$ cat src/pgp_pkg.sv
// ----------------------------------------------------------------------------
// pgp_pkg: shared types and constants of the gray4 packer
// Source format codes, register indexes and the front/back queue word.
// ----------------------------------------------------------------------------
package pgp_pkg;

  // default depth of the front-to-back queue
  localparam int QUEUE_DEPTH = 4;

  // source format codes
  localparam logic [2:0] FMT_MONO   = 3'd0;
  localparam logic [2:0] FMT_GRAY4  = 3'd1;
  localparam logic [2:0] FMT_GRAY8  = 3'd2;
  localparam logic [2:0] FMT_RGB565 = 3'd3;
  localparam logic [2:0] FMT_ARGB   = 3'd4;
  localparam logic [2:0] FMT_RESET  = FMT_GRAY4;

  // register index within the configuration space
  localparam logic REG_SOURCE_FORMAT = 1'b0;

  // queue word: one converted nibble and its end-of-bitmap flag
  typedef struct packed {
    logic [3:0] nib;
    logic       last;
  } qword_t;

endpackage

$ cat src/pgp_front.sv
// ----------------------------------------------------------------------------
// pgp_front: pixel intake and conversion
// Classifies each pixel by source format, widens color components into a
// register stage, then gives the queue direct or inverted luminance nibbles.
// ----------------------------------------------------------------------------
module pgp_front import pgp_pkg::*; (
  input  logic        clk,
  input  logic        rst_n,
  input  logic [2:0]  fmt,
  input  logic        in_valid,
  output logic        in_stall,
  input  logic [31:0] in_pixel_value,
  input  logic        in_last_pixel,
  output logic        q_push,
  output qword_t      q_data,
  input  logic        q_full
);

  typedef enum logic [1:0] {
    KIND_DIRECT = 2'd0,
    KIND_GRAY   = 2'd1,
    KIND_LUMA   = 2'd2
  } kind_t;

  // 5-bit to 8-bit component widening
  function automatic logic [7:0] widen5(input logic [4:0] c);
    logic [15:0] prod;
    prod = 16'(c) * 16'd2106;
    return prod[15:8];
  endfunction

  // 6-bit to 8-bit component widening
  function automatic logic [7:0] widen6(input logic [5:0] c);
    logic [15:0] prod;
    prod = 16'(c) * 16'd1036;
    return prod[15:8];
  endfunction

  logic        s1_valid_r, s1_valid_nxt;
  kind_t       s1_kind_r, s1_kind_nxt;
  logic [3:0]  s1_nib_r, s1_nib_nxt;
  logic [7:0]  s1_r_r, s1_r_nxt;
  logic [7:0]  s1_g_r, s1_g_nxt;
  logic [7:0]  s1_b_r, s1_b_nxt;
  logic        s1_last_r;
  logic        adv;
  logic [15:0] luma_sum;
  logic [7:0]  y;
  logic [8:0]  inv;
  logic [3:0]  gray_nib;

  // stage moves when empty or when the queue takes its word
  assign adv      = !s1_valid_r || !q_full;
  assign in_stall = !adv;
  assign q_push   = s1_valid_r && !q_full;

  // classify and widen
  always_comb begin
    s1_kind_nxt = KIND_DIRECT;
    s1_nib_nxt  = 4'd0;
    s1_r_nxt    = 8'd0;
    s1_g_nxt    = 8'd0;
    s1_b_nxt    = 8'd0;
    case (fmt)
      FMT_MONO: begin
        s1_nib_nxt = {4{in_pixel_value[0]}};
      end
      FMT_GRAY4: begin
        s1_nib_nxt = in_pixel_value[3:0];
      end
      FMT_GRAY8: begin
        s1_kind_nxt = KIND_GRAY;
        s1_g_nxt    = in_pixel_value[7:0];
      end
      FMT_RGB565: begin
        s1_kind_nxt = KIND_LUMA;
        s1_r_nxt    = widen5(in_pixel_value[15:11]);
        s1_g_nxt    = widen6(in_pixel_value[10:5]);
        s1_b_nxt    = widen5(in_pixel_value[4:0]);
      end
      FMT_ARGB: begin
        s1_kind_nxt = KIND_LUMA;
        s1_r_nxt    = in_pixel_value[23:16];
        s1_g_nxt    = in_pixel_value[15:8];
        s1_b_nxt    = in_pixel_value[7:0];
      end
      default: begin
        s1_nib_nxt = 4'd0;
      end
    endcase
  end

  assign s1_valid_nxt = adv ? in_valid : s1_valid_r;

  always_ff @(posedge clk) begin
    if (!rst_n) begin
      s1_valid_r <= 1'b0;
    end else begin
      s1_valid_r <= s1_valid_nxt;
    end
  end

  // payload stage, loaded on accept
  always_ff @(posedge clk) begin
    if (in_valid && adv) begin
      s1_kind_r <= s1_kind_nxt;
      s1_nib_r  <= s1_nib_nxt;
      s1_r_r    <= s1_r_nxt;
      s1_g_r    <= s1_g_nxt;
      s1_b_r    <= s1_b_nxt;
      s1_last_r <= in_last_pixel;
    end
  end

  // BT.709 luminance, rounded
  assign luma_sum = 16'(s1_r_r) * 16'd55 + 16'(s1_g_r) * 16'd183
                  + 16'(s1_b_r) * 16'd18 + 16'd128;
  assign y = (s1_kind_r == KIND_LUMA) ? luma_sum[15:8] : s1_g_r;

  // invert, round to a nibble, saturate at 15
  assign inv      = 9'd263 - {1'b0, y};
  assign gray_nib = inv[8] ? 4'hf : inv[7:4];

  assign q_data.nib  = (s1_kind_r == KIND_DIRECT) ? s1_nib_r : gray_nib;
  assign q_data.last = s1_last_r;

endmodule

$ cat src/pgp_queue.sv
// ----------------------------------------------------------------------------
// pgp_queue: nibble queue between front and back
// Small register FIFO so either side can stall on its own.
// ----------------------------------------------------------------------------
module pgp_queue import pgp_pkg::*; #(
  parameter int DEPTH = QUEUE_DEPTH
) (
  input  logic   clk,
  input  logic   rst_n,
  input  logic   push,
  input  qword_t wdata,
  output logic   full,
  input  logic   pop,
  output qword_t rdata,
  output logic   empty
);

  localparam int PTR_W = (DEPTH > 1) ? $clog2(DEPTH) : 1;
  localparam int CNT_W = $clog2(DEPTH + 1);
  localparam logic [PTR_W-1:0] PTR_LAST = PTR_W'(DEPTH - 1);
  localparam logic [CNT_W-1:0] CNT_FULL = CNT_W'(DEPTH);

  qword_t           mem_r [DEPTH];
  logic [PTR_W-1:0] wr_ptr_r, wr_ptr_nxt;
  logic [PTR_W-1:0] rd_ptr_r, rd_ptr_nxt;
  logic [CNT_W-1:0] count_r, count_nxt;
  logic             do_push, do_pop;

  assign full    = (count_r == CNT_FULL);
  assign empty   = (count_r == '0);
  assign do_push = push && !full;
  assign do_pop  = pop && !empty;
  assign rdata   = mem_r[rd_ptr_r];

  // pointer and count updates
  always_comb begin
    wr_ptr_nxt = wr_ptr_r;
    rd_ptr_nxt = rd_ptr_r;
    count_nxt  = count_r;
    if (do_push) begin
      wr_ptr_nxt = (wr_ptr_r == PTR_LAST) ? '0 : wr_ptr_r + 1'b1;
    end
    if (do_pop) begin
      rd_ptr_nxt = (rd_ptr_r == PTR_LAST) ? '0 : rd_ptr_r + 1'b1;
    end
    if (do_push && !do_pop) begin
      count_nxt = count_r + 1'b1;
    end else if (do_pop && !do_push) begin
      count_nxt = count_r - 1'b1;
    end
  end

  always_ff @(posedge clk) begin
    if (!rst_n) begin
      wr_ptr_r <= '0;
      rd_ptr_r <= '0;
      count_r  <= '0;
    end else begin
      wr_ptr_r <= wr_ptr_nxt;
      rd_ptr_r <= rd_ptr_nxt;
      count_r  <= count_nxt;
    end
  end

  // storage
  always_ff @(posedge clk) begin
    if (do_push) begin
      mem_r[wr_ptr_r] <= wdata;
    end
  end

endmodule

$ cat src/pgp_back.sv
// ----------------------------------------------------------------------------
// pgp_back: nibble packer and output register
// Pairs nibbles into bytes, low nibble first, and flushes odd last pixels.
// ----------------------------------------------------------------------------
module pgp_back import pgp_pkg::*; (
  input  logic       clk,
  input  logic       rst_n,
  input  qword_t     q_data,
  input  logic       q_empty,
  output logic       q_pop,
  output logic       out_valid,
  input  logic       out_stall,
  output logic [7:0] out_packed_byte,
  output logic       out_last_byte
);

  logic       half_r, half_nxt;
  logic [3:0] pend_r, pend_nxt;
  logic       out_valid_r, out_valid_nxt;
  logic [7:0] byte_r, byte_nxt;
  logic       last_r, last_nxt;
  logic       emit;

  // pop only while the output register can take a word
  assign q_pop = !q_empty && (!out_valid_r || !out_stall);

  // packing
  always_comb begin
    half_nxt = half_r;
    pend_nxt = pend_r;
    emit     = 1'b0;
    byte_nxt = byte_r;
    last_nxt = last_r;
    if (q_pop) begin
      if (!half_r) begin
        if (!q_data.last) begin
          pend_nxt = q_data.nib;
          half_nxt = 1'b1;
        end else begin
          emit     = 1'b1;
          byte_nxt = {4'd0, q_data.nib};
          last_nxt = 1'b1;
          pend_nxt = 4'd0;
        end
      end else begin
        emit     = 1'b1;
        byte_nxt = {q_data.nib, pend_r};
        last_nxt = q_data.last;
        pend_nxt = 4'd0;
        half_nxt = 1'b0;
      end
    end
  end

  // output word valid
  always_comb begin
    out_valid_nxt = out_valid_r;
    if (emit) begin
      out_valid_nxt = 1'b1;
    end else if (out_valid_r && !out_stall) begin
      out_valid_nxt = 1'b0;
    end
  end

  always_ff @(posedge clk) begin
    if (!rst_n) begin
      half_r      <= 1'b0;
      pend_r      <= 4'd0;
      out_valid_r <= 1'b0;
    end else begin
      half_r      <= half_nxt;
      pend_r      <= pend_nxt;
      out_valid_r <= out_valid_nxt;
    end
  end

  always_ff @(posedge clk) begin
    if (emit) begin
      byte_r <= byte_nxt;
      last_r <= last_nxt;
    end
  end

  assign out_valid       = out_valid_r;
  assign out_packed_byte = byte_r;
  assign out_last_byte   = last_r;

endmodule

$ cat src/pixel_to_gray4_packer_top.sv
// Path: front stage register, nibble queue, then the byte's output register.
// Throughput: one pixel per cycle unless the queue is full (front stage and
// queue push); one packed byte per two pixels, or one for an odd last pixel.
// Reset (rst_n low, synchronous): queue and packer empty, no pending nibble,
// source_format = gray4 passthrough.
// ----------------------------------------------------------------------------
// pixel_to_gray4_packer_top: source pixel to packed 4-bit gray converter
// APB-style register port, front converter, nibble queue and byte packer.
// ----------------------------------------------------------------------------
module pixel_to_gray4_packer_top import pgp_pkg::*; #(
  parameter int QDEPTH = QUEUE_DEPTH
) (
  input  logic        clk,
  input  logic        rst_n,
  // configuration
  input  logic        psel,
  input  logic        penable,
  input  logic        pwrite,
  input  logic [2:0]  paddr,
  input  logic [31:0] pwdata,
  output logic [31:0] prdata,
  output logic        pready,
  // pixel input
  input  logic        in_valid,
  output logic        in_stall,
  input  logic [31:0] in_pixel_value,
  input  logic        in_last_pixel,
  // packed output
  output logic        out_valid,
  input  logic        out_stall,
  output logic [7:0]  out_packed_byte,
  output logic        out_last_byte
);

  logic [2:0] fmt_r, fmt_nxt;
  logic       reg_hit;
  qword_t     q_wdata, q_rdata;
  logic       q_push, q_full, q_pop, q_empty;

  // register decode, word index in paddr[2]
  assign pready  = 1'b1;
  assign reg_hit = (paddr[2] == REG_SOURCE_FORMAT);
  assign fmt_nxt = (psel && penable && pwrite && reg_hit) ? pwdata[2:0] : fmt_r;
  assign prdata  = reg_hit ? {29'd0, fmt_r} : 32'd0;

  always_ff @(posedge clk) begin
    if (!rst_n) begin
      fmt_r <= FMT_RESET;
    end else begin
      fmt_r <= fmt_nxt;
    end
  end

  pgp_front u_front (
    .clk            (clk),
    .rst_n          (rst_n),
    .fmt            (fmt_r),
    .in_valid       (in_valid),
    .in_stall       (in_stall),
    .in_pixel_value (in_pixel_value),
    .in_last_pixel  (in_last_pixel),
    .q_push         (q_push),
    .q_data         (q_wdata),
    .q_full         (q_full)
  );

  pgp_queue #(
    .DEPTH (QDEPTH)
  ) u_queue (
    .clk   (clk),
    .rst_n (rst_n),
    .push  (q_push),
    .wdata (q_wdata),
    .full  (q_full),
    .pop   (q_pop),
    .rdata (q_rdata),
    .empty (q_empty)
  );

  pgp_back u_back (
    .clk             (clk),
    .rst_n           (rst_n),
    .q_data          (q_rdata),
    .q_empty         (q_empty),
    .q_pop           (q_pop),
    .out_valid       (out_valid),
    .out_stall       (out_stall),
    .out_packed_byte (out_packed_byte),
    .out_last_byte   (out_last_byte)
  );

endmodule

$ cat config.mk
export PLATFORM = sky130hd
export DESIGN_NAME = pixel_to_gray4_packer_top
export DESIGN_NICKNAME = d
export VERILOG_FILES = /design/src/pgp_pkg.sv /design/src/pgp_front.sv /design/src/pgp_queue.sv /design/src/pgp_back.sv /design/src/pixel_to_gray4_packer_top.sv
export SDC_FILE = /design/constraint.sdc
export NUM_CORES = 1
export LEC_CHECK = 0
export BUFFER_PORTS_ARGS = -buffer_cell sky130_fd_sc_hd__buf_2
export CAP_MARGIN = 30
export CORE_ASPECT_RATIO = 0.9
export CORE_UTILIZATION = 45
export DETAILED_ROUTE_END_ITERATION = 10
export PLACE_DENSITY_LB_ADDON = 0.1
export SYNTH_ARGS = -nofsm -noshare
export SYNTH_HDL_FRONTEND = slang
export SYNTH_SLANG_ARGS = --single-unit
$ cat constraint.sdc
create_clock -name clk -period 6.3 [get_ports clk]
set_clock_uncertainty 0.15 [all_clocks]
set_input_delay 0 -clock clk [delete_from_list [all_inputs] [get_ports clk]]
set_output_delay 0 -clock clk [all_outputs]
set_load 0.01 [all_outputs]
==> results of run 1 <==
layout make-up:
class	instances	area, µm²
fill	1578	8089
clock inverter	5	82.58
timing repair buffer	119	854.6
sequential	79	2182
inverter	152	570.5
clock buffer	11	232.7
multi-input combinational	535	5473
tap	240	300.3
cells in the mapped netlist (all sizes together) (3+ instances only):
| cell type | count |
|---|---|
| nand4 | 3 |
| nand2 | 47 |
| xnor2 | 22 |
| a311oi | 3 |
| nor2b | 16 |
| nor2 | 19 |
| a211oi | 3 |
| edfxtp | 60 |
| a31oi | 3 |
| fa | 81 |
| mux2 | 5 |
| a21oi | 20 |
| a22oi | 8 |
| mux4 | 5 |
| xor2 | 15 |
| nand2b | 5 |
| inv | 152 |
| dfxtp | 19 |
| clkbuf | 10 |
| o21ai | 36 |
| nand3 | 13 |
| and3 | 8 |
| buf | 34 |
| ha | 129 |
| or2 | 3 |
| and2 | 11 |
| a21o | 8 |
| mux2i | 6 |
| a21boi | 7 |
cell families (layout without fill, tap and decap cells):
kind of cell	count (synthesis)	after routing	share of synthesized area, %
adders and majority gates	210	210	39.22
buffers and inverters	196	287	10.33
and+or+nand+nor	136	136	8.312
AOI/OAI and AO/OA	106	106	8.889
DFF	79	79	26.45
xor gates and xnor gates	37	37	3.928
muxes	16	16	2.776
other	2	30	0.09104
worst max path at each step:
stage / startpoint / end / slack [ns]
after CTS: u_front.s1_b_r[1] / u_queue.mem_r[0][4] / -0.47
after global routing: u_front.s1_b_r[4] / u_queue.mem_r[0][3] / -0.80
after global placement: u_front.s1_b_r[4] / u_queue.mem_r[0][2] / -0.44
after floorplan: u_front.s1_b_r[1] / u_queue.mem_r[0][2] / -0.25
after detailed placement: u_front.s1_b_r[1] / u_queue.mem_r[3][4] / -0.61
final: u_front.s1_b_r[4] / u_queue.mem_r[0][3] / -0.50
through the flow:
step	power (µW)	setup TNS (ns)	setup slack (ns)
finish	5112	-7.584	-0.5023
global route	5709	-12.27	-0.7976
CTS	5064	-7.289	-0.4705
detailed placement	4171	-8.877	-0.6117
global placement	4089	-6.669	-0.4360
floorplan	3334	-3.119	-0.2519
layer usage:
layer | vias up | GRT usage (%) | routed length (µm)
li1 | 2755 | - | -
met1 | 2677 | 26.04 | 8007
met2 | 77 | 33.74 | 8128
met3 | 11 | 2.332 | 320
met4 | 0 | 4.954 | 182
met5 | - | 0 | 0
state kept, by name (all words and copies together) (netlist names), named ones only:
signal	flops
u_queue.mem_r	20
u_back.out_packed_byte	8
u_front.s1_b_r	8
u_front.s1_g_r	8
u_front.s1_r_r	8
u_back.pend_r	4
u_front.s1_nib_r	4
fmt_r	3
u_queue.count_r	3
u_front.s1_kind_r	2
u_queue.rd_ptr_r	2
u_queue.wr_ptr_r	2
u_back.half_r	1
u_back.out_last_byte	1
u_back.out_valid	1
u_front.s1_last_r	1
u_front.s1_valid_r	1
repair_timing:
item | in CTS | in global routing
endpoints found under the hold margin | 43 | 0
resized for setup | 15 | 6
pin swaps | 13 | 2
setup endpoints to repair | 16 | 16
hold buffers | 33 | 0
buffers inserted | 7 | 1
critical path: stages (launching register included):
cell,delay [ns]
edfxtp_1,0.40
ha_1,0.31
ha_2,0.18
inv_2,0.04
fa_1,0.48
inv_1,0.05
fa_1,0.48
inv_1,0.05
fa_1,0.46
fa_1,0.49
inv_1,0.05
fa_1,0.45
fa_1,0.51
inv_2,0.04
fa_1,0.49
inv_2,0.05
ha_4,0.25
nand4_1,0.13
o221ai_2,0.20
a21o_1,0.26
buf_6,0.14
a311oi_4,0.10
a221oi_4,0.28
buf_4,0.18
nand4_1,0.09
a21oi_2,0.17
nor2_2,0.07
power groups by stage:
stage	Clock (µW)	Combinational [µW]	Sequential [µW]
2_1_floorplan	0	2560	777
5_1_grt	571	4340	798
4_1_cts	552	3730	784
3_3_place_gp	0	3300	788
3_5_place_dp	0	3380	795
6_report	541	3790	782
==> results.sh, run 1 <==
export IMPL_status="finished, violations left"
export IMPL_violations="negative setup slack"
export IMPL_grt_max_degree=32
export IMPL_maxCapViolations=0
export IMPL_vias_per_cell=4.838
export IMPL_max_slew_worst_pin_slew_ns=0.8883
export IMPL_worstReg2RegStart="u_front.s1_b_r[4]"
export IMPL_r2r_slack_ns=-0.50
export IMPL_dp_cells=1084
export IMPL_worstHoldPathCells=3
export IMPL_p_per_area_nw_per_um2=527.2
export IMPL_fin_crit_sh_pct=108.0
export IMPL_startpoint_type="flop"
export IMPL_power_leakage_uw=0.004667
export IMPL_hp_start="in_pixel_value[4]"
export IMPL_grt_ovfl_total=0
export IMPL_placed_cell_area_um2=8889
export IMPL_cp_arrival_ns=6.74
export IMPL_drt_iter0_drc=158
export IMPL_ir_drop_v=0.0004070
export IMPL_place_congestion=0.8171
export IMPL_reg2regPathDepth=26
export IMPL_synth_area_top_cells="edfxtp_1, fa_1, ha_1, inv_1, dfxtp_1"
export IMPL_drc=0
export IMPL_clock_root_buffer="clkbuf_16"
export IMPL_hp_class="in -> reg"
export IMPL_initial_core_util_pct=46.38
export IMPL_synthCells=782
export IMPL_vias=5520
export IMPL_synth_area_per_cell_um2=10.55
export IMPL_portBuffers=49
export IMPL_die_width_um=144.7
export IMPL_ys_warn_count=0
export IMPL_dp_hpwl_um=13930
export IMPL_seq_area_frac_synth_pct=26.45
export IMPL_dieArea_um2=18880
export IMPL_grt_pass1_vias=5751
export IMPL_clkLatencyLatePin_ns=0.34
export IMPL_synth_main_ff_cell="edfxtp_1"
export IMPL_holdPathEnd="u_front.s1_b_r[4]"
export IMPL_r2r_end="u_queue.mem_r[0][3]"
export IMPL_final_area_um2=9696
export IMPL_critPathKind="reg -> reg"
export IMPL_dieHeight_um=130.4
export IMPL_synthDistinctLibCells=63
export IMPL_stdcell_count=1141
export IMPL_synth_top_cell_by_area="edfxtp_1"
export IMPL_hold_violations=0
export IMPL_htreeDepth=3
export IMPL_synth_edf_count=60
export IMPL_holdWs_ns=0.01795
export IMPL_drive_above_1_share_pct=16.32
export IMPL_switchingPower_uw=2319
export IMPL_layout_min_cycle_time_ns=6.802
export IMPL_p_clk_share_pct=10.6
export IMPL_cts_buffers=9
export IMPL_rsz0062_at_grt="true"
export IMPL_final_common_cell="inv_1"
export IMPL_setup_ws_ns=-0.5023
export IMPL_setup_viol=16
export IMPL_power_frac_comb_pct=74.1
export IMPL_ios=119
export IMPL_fp_coreArea_um2=17780
export IMPL_final_util_pct=54.52
export IMPL_synth_seq_cells=79
export IMPL_grt_total_usage_pct=19.51
export IMPL_clkSinkCount=79
export IMPL_switching_share_pct=45.37
export IMPL_synthToLayoutAreaGrowth_pct=17.53
export IMPL_async_reset_ff_share_pct=0
export IMPL_layout_common_cells="inv_1, ha_1, fa_1, edfxtp_1, buf_2"
export IMPL_dr_pass1_iters=4
export IMPL_p_int_uw=2793
export IMPL_pwr_share_seq_pct=15.3
export IMPL_cts_clk_slew_worst_paths_ns=0.05
export IMPL_clockBufferDepth=2
export IMPL_max_freq_ghz=0.1470
export IMPL_synth_area_um2=8249
export IMPL_crit_fanout=4
export IMPL_drv_slew=0
export IMPL_drtAntennaViolNets=0
export IMPL_n_antenna_cell=0
export IMPL_endpoint_kind="flop"
export IMPL_antenna_found_initial=0
export IMPL_wl_per_cell_um=14.58
export IMPL_grt_pass1_wl_um=28000
export IMPL_cts_tree="yes"
export IMPL_drt_wl_total_um=16640
export IMPL_max_slew_margin_pct=40.66
export IMPL_num_rows=46
export IMPL_synth_top_area_share_pct=21.84
export IMPL_cp_required_ns=6.23
export IMPL_final_nets=1181
Note: power is estimated with default switching activity, not from simulation.
==> inputs of run 2 (changes only) <==
Clock period 6.3 ns to 8.4 ns, I/O delays scaled along.
==> run 2 against run 1 <==
Net effect: the run now ends clean; die area unchanged; maximum frequency decreased by 9.8%; first-iteration DRC count increased by 93%; global-route usage decreased by 0.88 points; routed wire length decreased by 3.6%; sequential power decreased by 25%; sequential cell count unchanged.
==> results.sh, run 2 (same netlist as run 1, synthesis figures left out) <==
export IMPL_vias=5397
export IMPL_ir_drop_v=0.0002552
export IMPL_holdPathEnd="u_front.s1_g_r[5]"
export IMPL_max_freq_ghz=0.1325
export IMPL_dp_cells=1057
export IMPL_p_int_uw=1739
export IMPL_power_leakage_uw=0.004469
export IMPL_grt_ovfl_total=0
export IMPL_crit_family="adder cells"
export IMPL_layout_common_cells="inv_1, ha_1, fa_1, edfxtp_1, buf_2"
export IMPL_cts_tree="yes"
export IMPL_drt_iter0_drc=305
export IMPL_drc=0
export IMPL_tns_ns=0
export IMPL_postCtsSetupRepairBufs=0
export IMPL_drt_wl_total_um=16030
export IMPL_startpoint_type="flop"
export IMPL_holdBufCountCts=32
export IMPL_p_clk_share_pct=11.6
export IMPL_pwr_share_seq_pct=17.7
export IMPL_hp_start="in_pixel_value[13]"
export IMPL_clock_root_buffer="clkbuf_16"
export IMPL_grt_pass1_vias=5442
export IMPL_top_register="u_queue.mem_r"
export IMPL_maxCapViolations=0
export IMPL_reg2regPathDepth=25
export IMPL_setup_viol=0
export IMPL_power_frac_comb_pct=70.7
export IMPL_cp_required_ns=8.33
export IMPL_initial_core_util_pct=46.38
export IMPL_drive_above_1_share_pct=10.62
export IMPL_r2r_slack_ns=0.86
export IMPL_dieArea_um2=18880
export IMPL_drtAntennaViolNets=0
export IMPL_fin_crit_sh_pct=89.82
export IMPL_max_slew_margin_pct=43.38
export IMPL_finalPower_uw=3306
export IMPL_switchingPower_uw=1567
export IMPL_dp_hpwl_um=13390
export IMPL_holdWs_ns=0.003184
export IMPL_num_rows=46
export IMPL_final_common_cell="inv_1"
export IMPL_dieHeight_um=130.4
export IMPL_p_per_area_nw_per_um2=356.8
export IMPL_drv_slew=0
export IMPL_grt_max_degree=32
export IMPL_vias_per_cell=4.880
export IMPL_clkLatencyLatePin_ns=0.34
export IMPL_dr_pass1_iters=4
export IMPL_hold_violations=0
export IMPL_place_congestion=0.8032
export IMPL_ios=119
export IMPL_clockBufferDepth=2
export IMPL_clkSinkCount=79
export IMPL_stdcell_count=1106
export IMPL_die_width_um=144.7
export IMPL_critPathKind="reg -> reg"
export IMPL_hp_class="in -> reg"
export IMPL_slowest_delay_ns=0.54
export IMPL_max_slew_worst_pin_slew_ns=0.8467
export IMPL_final_area_um2=9266
export IMPL_r2r_end="u_queue.mem_r[1][4]"
export IMPL_switching_share_pct=47.41
export IMPL_critPathBufInv=7
export IMPL_portBuffers=49
export IMPL_cts_clk_slew_worst_paths_ns=0.06
export IMPL_status="completed"
export IMPL_rsz0062_at_grt="false"
export IMPL_critPathSlowestCell="fa_1"
export IMPL_synthToLayoutAreaGrowth_pct=12.33
export IMPL_fp_coreArea_um2=17780
export IMPL_antenna_found_initial=0
export IMPL_cts_resized=0
export IMPL_grt_pass1_wl_um=26720
export IMPL_worstHoldPathCells=3
export IMPL_htreeDepth=3
export IMPL_worstReg2RegStart="u_front.s1_b_r[1]"
export IMPL_largest_reg_flops=20
export IMPL_cts_buffers=9
export IMPL_crit_fanout=4
export IMPL_cp_arrival_ns=7.48
export IMPL_layout_min_cycle_time_ns=7.545
export IMPL_n_antenna_cell=0
export IMPL_endpoint_kind="flop"
export IMPL_final_nets=1146
export IMPL_placed_cell_area_um2=8641
export IMPL_grt_total_usage_pct=18.63
export IMPL_wl_per_cell_um=14.50
## run 2: changes by cell type in the layout (fill, tap and decap cells not counted), moves of 3 or more
cell	change
inv_6	+3
inv_1	+3
a21oi_2	-3
a21oi_1	+3
inv_2	-3
buf_4	-33
a311oi_1	+3
ha_1	+3
## run 2: per-layer routing
metal | wire, µm | global-route usage (%) | vias up
met5 | 0 | 0 | -
met4 | 182 | 4.272 | 0
met3 | 304 | 2.879 | 10
met2 | 7502 | 30.88 | 58
met1 | 8041 | 25.77 | 2639
li1 | - | - | 2690
## run 2: how the worst max path moves through the flow
stage / start / end / slack, ns / cells past startpoint
4_1_cts: u_front.s1_b_r[1] / u_queue.mem_r[2][4] / 0.77 / 25
2_1_floorplan: u_front.s1_b_r[1] / u_queue.mem_r[0][4] / 1.51 / 25
3_3_place_gp: u_front.s1_b_r[1] / u_queue.mem_r[0][4] / 0.95 / 25
5_1_grt: u_front.s1_b_r[1] / u_queue.mem_r[1][4] / 0.43 / 25
3_5_place_dp: u_front.s1_b_r[1] / u_queue.mem_r[1][4] / 0.78 / 25
6_report: u_front.s1_b_r[1] / u_queue.mem_r[1][4] / 0.86 / 25
## run 2: final cells by class
type	count	area (µm²)
clock inverter	6	47.55
sequential	79	2182
timing repair buffer	84	588.1
multi-input combinational	535	5328
inverter	152	570.5
tap	240	300.3
fill	1579	8518
clock buffer	10	250.2
## run 2: per-stage QoR
| stage | util [%] | setup WS [ns] |
|---|---|---|
| global route | 52.10 | 0.4277 |
| CTS | 52.06 | 0.7716 |
| finish | 52.10 | 0.8550 |
| global placement | 48.59 | 0.9474 |
| detailed placement | 48.59 | 0.7839 |
| floorplan | - | 1.508 |
## run 2: power groups by stage
stage	clock network (µW)	logic, µW	registers (µW)
after floorplan	0	1850	583
after global placement	0	2250	593
after detailed placement	0	2340	597
after global routing	409	2680	597
final	384	2340	586
after CTS	392	2360	588
## run 2: worst reg2reg max path, stage by stage, from the launching register on
cell and delay, ns:
edfxtp_1 0.44, ha_1 0.31, ha_1 0.17, inv_1 0.06
fa_1 0.47, inv_1 0.05, fa_1 0.47, inv_1 0.05
fa_1 0.46, fa_1 0.54, inv_1 0.06, fa_1 0.46
fa_1 0.54, inv_1 0.05, fa_1 0.53, inv_1 0.04
ha_1 0.29, nand4_1 0.12, o22ai_1 0.42, a2111oi_2 0.15
a311oi_1 0.53, inv_1 0.10, ha_1 0.23, nand3_1 0.09
nor4_1 0.05, a311oi_1 0.46
==> inputs of run 3 (changes only) <==
Settings changed: RECOVER_POWER set to 100.
==> run 3 against run 2 <==
Net effect: the run now ends with max-capacitance violations, max-slew violations left; power down 0.87%; non-clock buffer count unchanged; register-to-register slack about the same; first-iteration DRC count down 7.5%; combinational power about the same; final area down 0.43%; utilization down 0.23 points; worst hold slack better by 0.0040 ns; sequential share of layout area up 0.10 points; sequential power about the same; critical path depth unchanged; largest cell class unchanged.
==> results.sh, run 3 (same netlist as run 1, synthesis figures left out) <==
export IMPL_critPathKind="reg -> reg"
export IMPL_largest_reg_flops=20
export IMPL_ir_drop_v=0.0002494
export IMPL_setup_viol=0
export IMPL_tns_ns=0
export IMPL_layout_common_cells="inv_1, ha_1, fa_1, edfxtp_1, nand2_1"
export IMPL_htreeDepth=3
export IMPL_fin_crit_sh_pct=89.85
export IMPL_finalPower_uw=3277
export IMPL_multi_input_area_um2=5316
export IMPL_dp_hpwl_um=13390
export IMPL_drive_above_1_share_pct=8.199
export IMPL_switchingPower_uw=1551
export IMPL_synthToLayoutAreaGrowth_pct=11.85
export IMPL_power_frac_comb_pct=70.4
export IMPL_vias=5403
export IMPL_clock_root_buffer="clkbuf_16"
export IMPL_layout_min_cycle_time_ns=7.548
export IMPL_n_antenna_cell=0
export IMPL_grt_ovfl_total=0
export IMPL_cp_arrival_ns=7.48
export IMPL_grt_pass1_wl_um=26720
export IMPL_p_clk_share_pct=11.7
export IMPL_dieHeight_um=130.4
export IMPL_maxCapViolations=1
export IMPL_fp_coreArea_um2=17780
export IMPL_cp_required_ns=8.33
export IMPL_cts_resized=0
export IMPL_cts_clk_slew_worst_paths_ns=0.06
export IMPL_die_width_um=144.7
export IMPL_endpoint_kind="flop"
export IMPL_drtAntennaViolNets=0
export IMPL_max_freq_ghz=0.1325
export IMPL_p_per_area_nw_per_um2=355.2
export IMPL_placed_cell_area_um2=8641
export IMPL_grt_pass1_vias=5442
export IMPL_n_fill_cell=1594
export IMPL_place_congestion=0.8032
export IMPL_hold_violations=0
export IMPL_cts_buffers=9
export IMPL_p_int_uw=1726
export IMPL_dieArea_um2=18880
export IMPL_rsz0062_at_grt="false"
export IMPL_status="finished, violations left"
export IMPL_max_slew_margin_pct=-6.635
export IMPL_portBuffers=49
export IMPL_antenna_found_initial=0
export IMPL_drt_wl_total_um=16030
export IMPL_final_nets=1146
export IMPL_cts_tree="yes"
export IMPL_pwr_share_seq_pct=17.9
export IMPL_grt_max_degree=32
export IMPL_max_slew_worst_pin_slew_ns=1.600
export IMPL_startpoint_type="flop"
export IMPL_vias_per_cell=4.885
export IMPL_final_common_cell="inv_1"
export IMPL_final_area_um2=9226
export IMPL_violations="max-capacitance violations, max-slew violations"
export IMPL_switching_share_pct=47.33
export IMPL_crit_fanout=4
export IMPL_ios=119
export IMPL_final_util_pct=51.88
export IMPL_clockBufferDepth=2
export IMPL_hp_class="in -> reg"
export IMPL_wl_per_cell_um=14.50
export IMPL_dr_pass1_iters=4
export IMPL_holdWs_ns=0.007215
export IMPL_drv_slew=32
export IMPL_power_leakage_uw=0.004402
export IMPL_grt_total_usage_pct=18.63
export IMPL_top_register="u_queue.mem_r"
export IMPL_initial_core_util_pct=46.38
export IMPL_postCtsSetupRepairBufs=0
export IMPL_num_rows=46
export IMPL_clkLatencyLatePin_ns=0.34
export IMPL_drc=0
export IMPL_drt_iter0_drc=282
export IMPL_seqCellArea_um2=2182
export IMPL_clkSinkCount=79
## run 3: cell count changes in the layout (fill, tap and decap cells not counted)
cell,delta
a2111oi_2,-1
a2111oi_0,+1
and2_1,-7
buf_2,-17
and3_4,-1
clkbuf_4,-1
clkbuf_1,+19
o21ai_1,-6
o21ai_0,+6
a21boi_1,-5
and2_0,+7
a21boi_0,+5
and3_1,+1
buf_4,-1
## run 3: power by group through the flow
stage	registers, µW	logic, µW	clock network (µW)
2_1_floorplan	583	1850	0
3_3_place_gp	593	2250	0
3_5_place_dp	597	2340	0
4_1_cts	588	2360	392
5_1_grt	599	2640	409
6_report	587	2310	383
## run 3: timing repair
action / in CTS / in global routing
hold buffers: 32 / 0
endpoints found under the hold margin: 42 / 0
setup endpoints to repair: 0 / 0
## run 3: critical path: stages, from the launching register on
cell	delay (ns)
edfxtp_1	0.44
ha_1	0.31
ha_1	0.17
inv_1	0.06
fa_1	0.47
inv_1	0.05
fa_1	0.47
inv_1	0.05
fa_1	0.46
fa_1	0.54
inv_1	0.06
fa_1	0.46
fa_1	0.54
inv_1	0.05
fa_1	0.53
inv_1	0.04
ha_1	0.29
nand4_1	0.12
o22ai_1	0.37
a2111oi_0	0.19
a311oi_1	0.54
inv_1	0.10
ha_1	0.23
nand3_1	0.09
nor4_1	0.05
a311oi_1	0.46
## run 3: final timing paths
check                      from                   to  slack, ns  cells after the start
max           u_front.s1_b_r[1]  u_queue.mem_r[1][4]       0.85                     25
min          in_pixel_value[13]    u_front.s1_g_r[5]      0.007                      3
max reg2reg   u_front.s1_b_r[1]  u_queue.mem_r[1][4]       0.85                     25
min reg2reg    u_back.pend_r[3]     u_back.pend_r[3]       0.32                      2
## run 3: layer usage
| metal | part of all wire (%) | up-vias | global-route usage, % |
|---|---|---|---|
| met1 | 49 | 2631 | 25.77 |
| li1 | - | 2692 | - |
| met4 | 1.1 | 0 | 4.272 |
| met5 | 0 | - | 0 |
| met3 | 2.5 | 10 | 2.879 |
| met2 | 47 | 70 | 30.88 |
## run 3: cell type report
cell class / count / area share [%]
Inverter: 152 / 6.184
Tap cell: 240 / 3.255
Clock inverter: 6 / 0.5153
Timing Repair Buffer: 84 / 6.062
Sequential cell: 79 / 23.65
Clock buffer: 10 / 2.712
Multi-Input combinational cell: 535 / 57.62
## run 3: per-stage QoR
step                      std cells  setup WS (ns)
after floorplan                 810          1.508
after global placement         1057         0.9474
after detailed placement       1057         0.7839
after CTS                      1105         0.7716
after global routing           1106         0.3958
final                          1106         0.8523
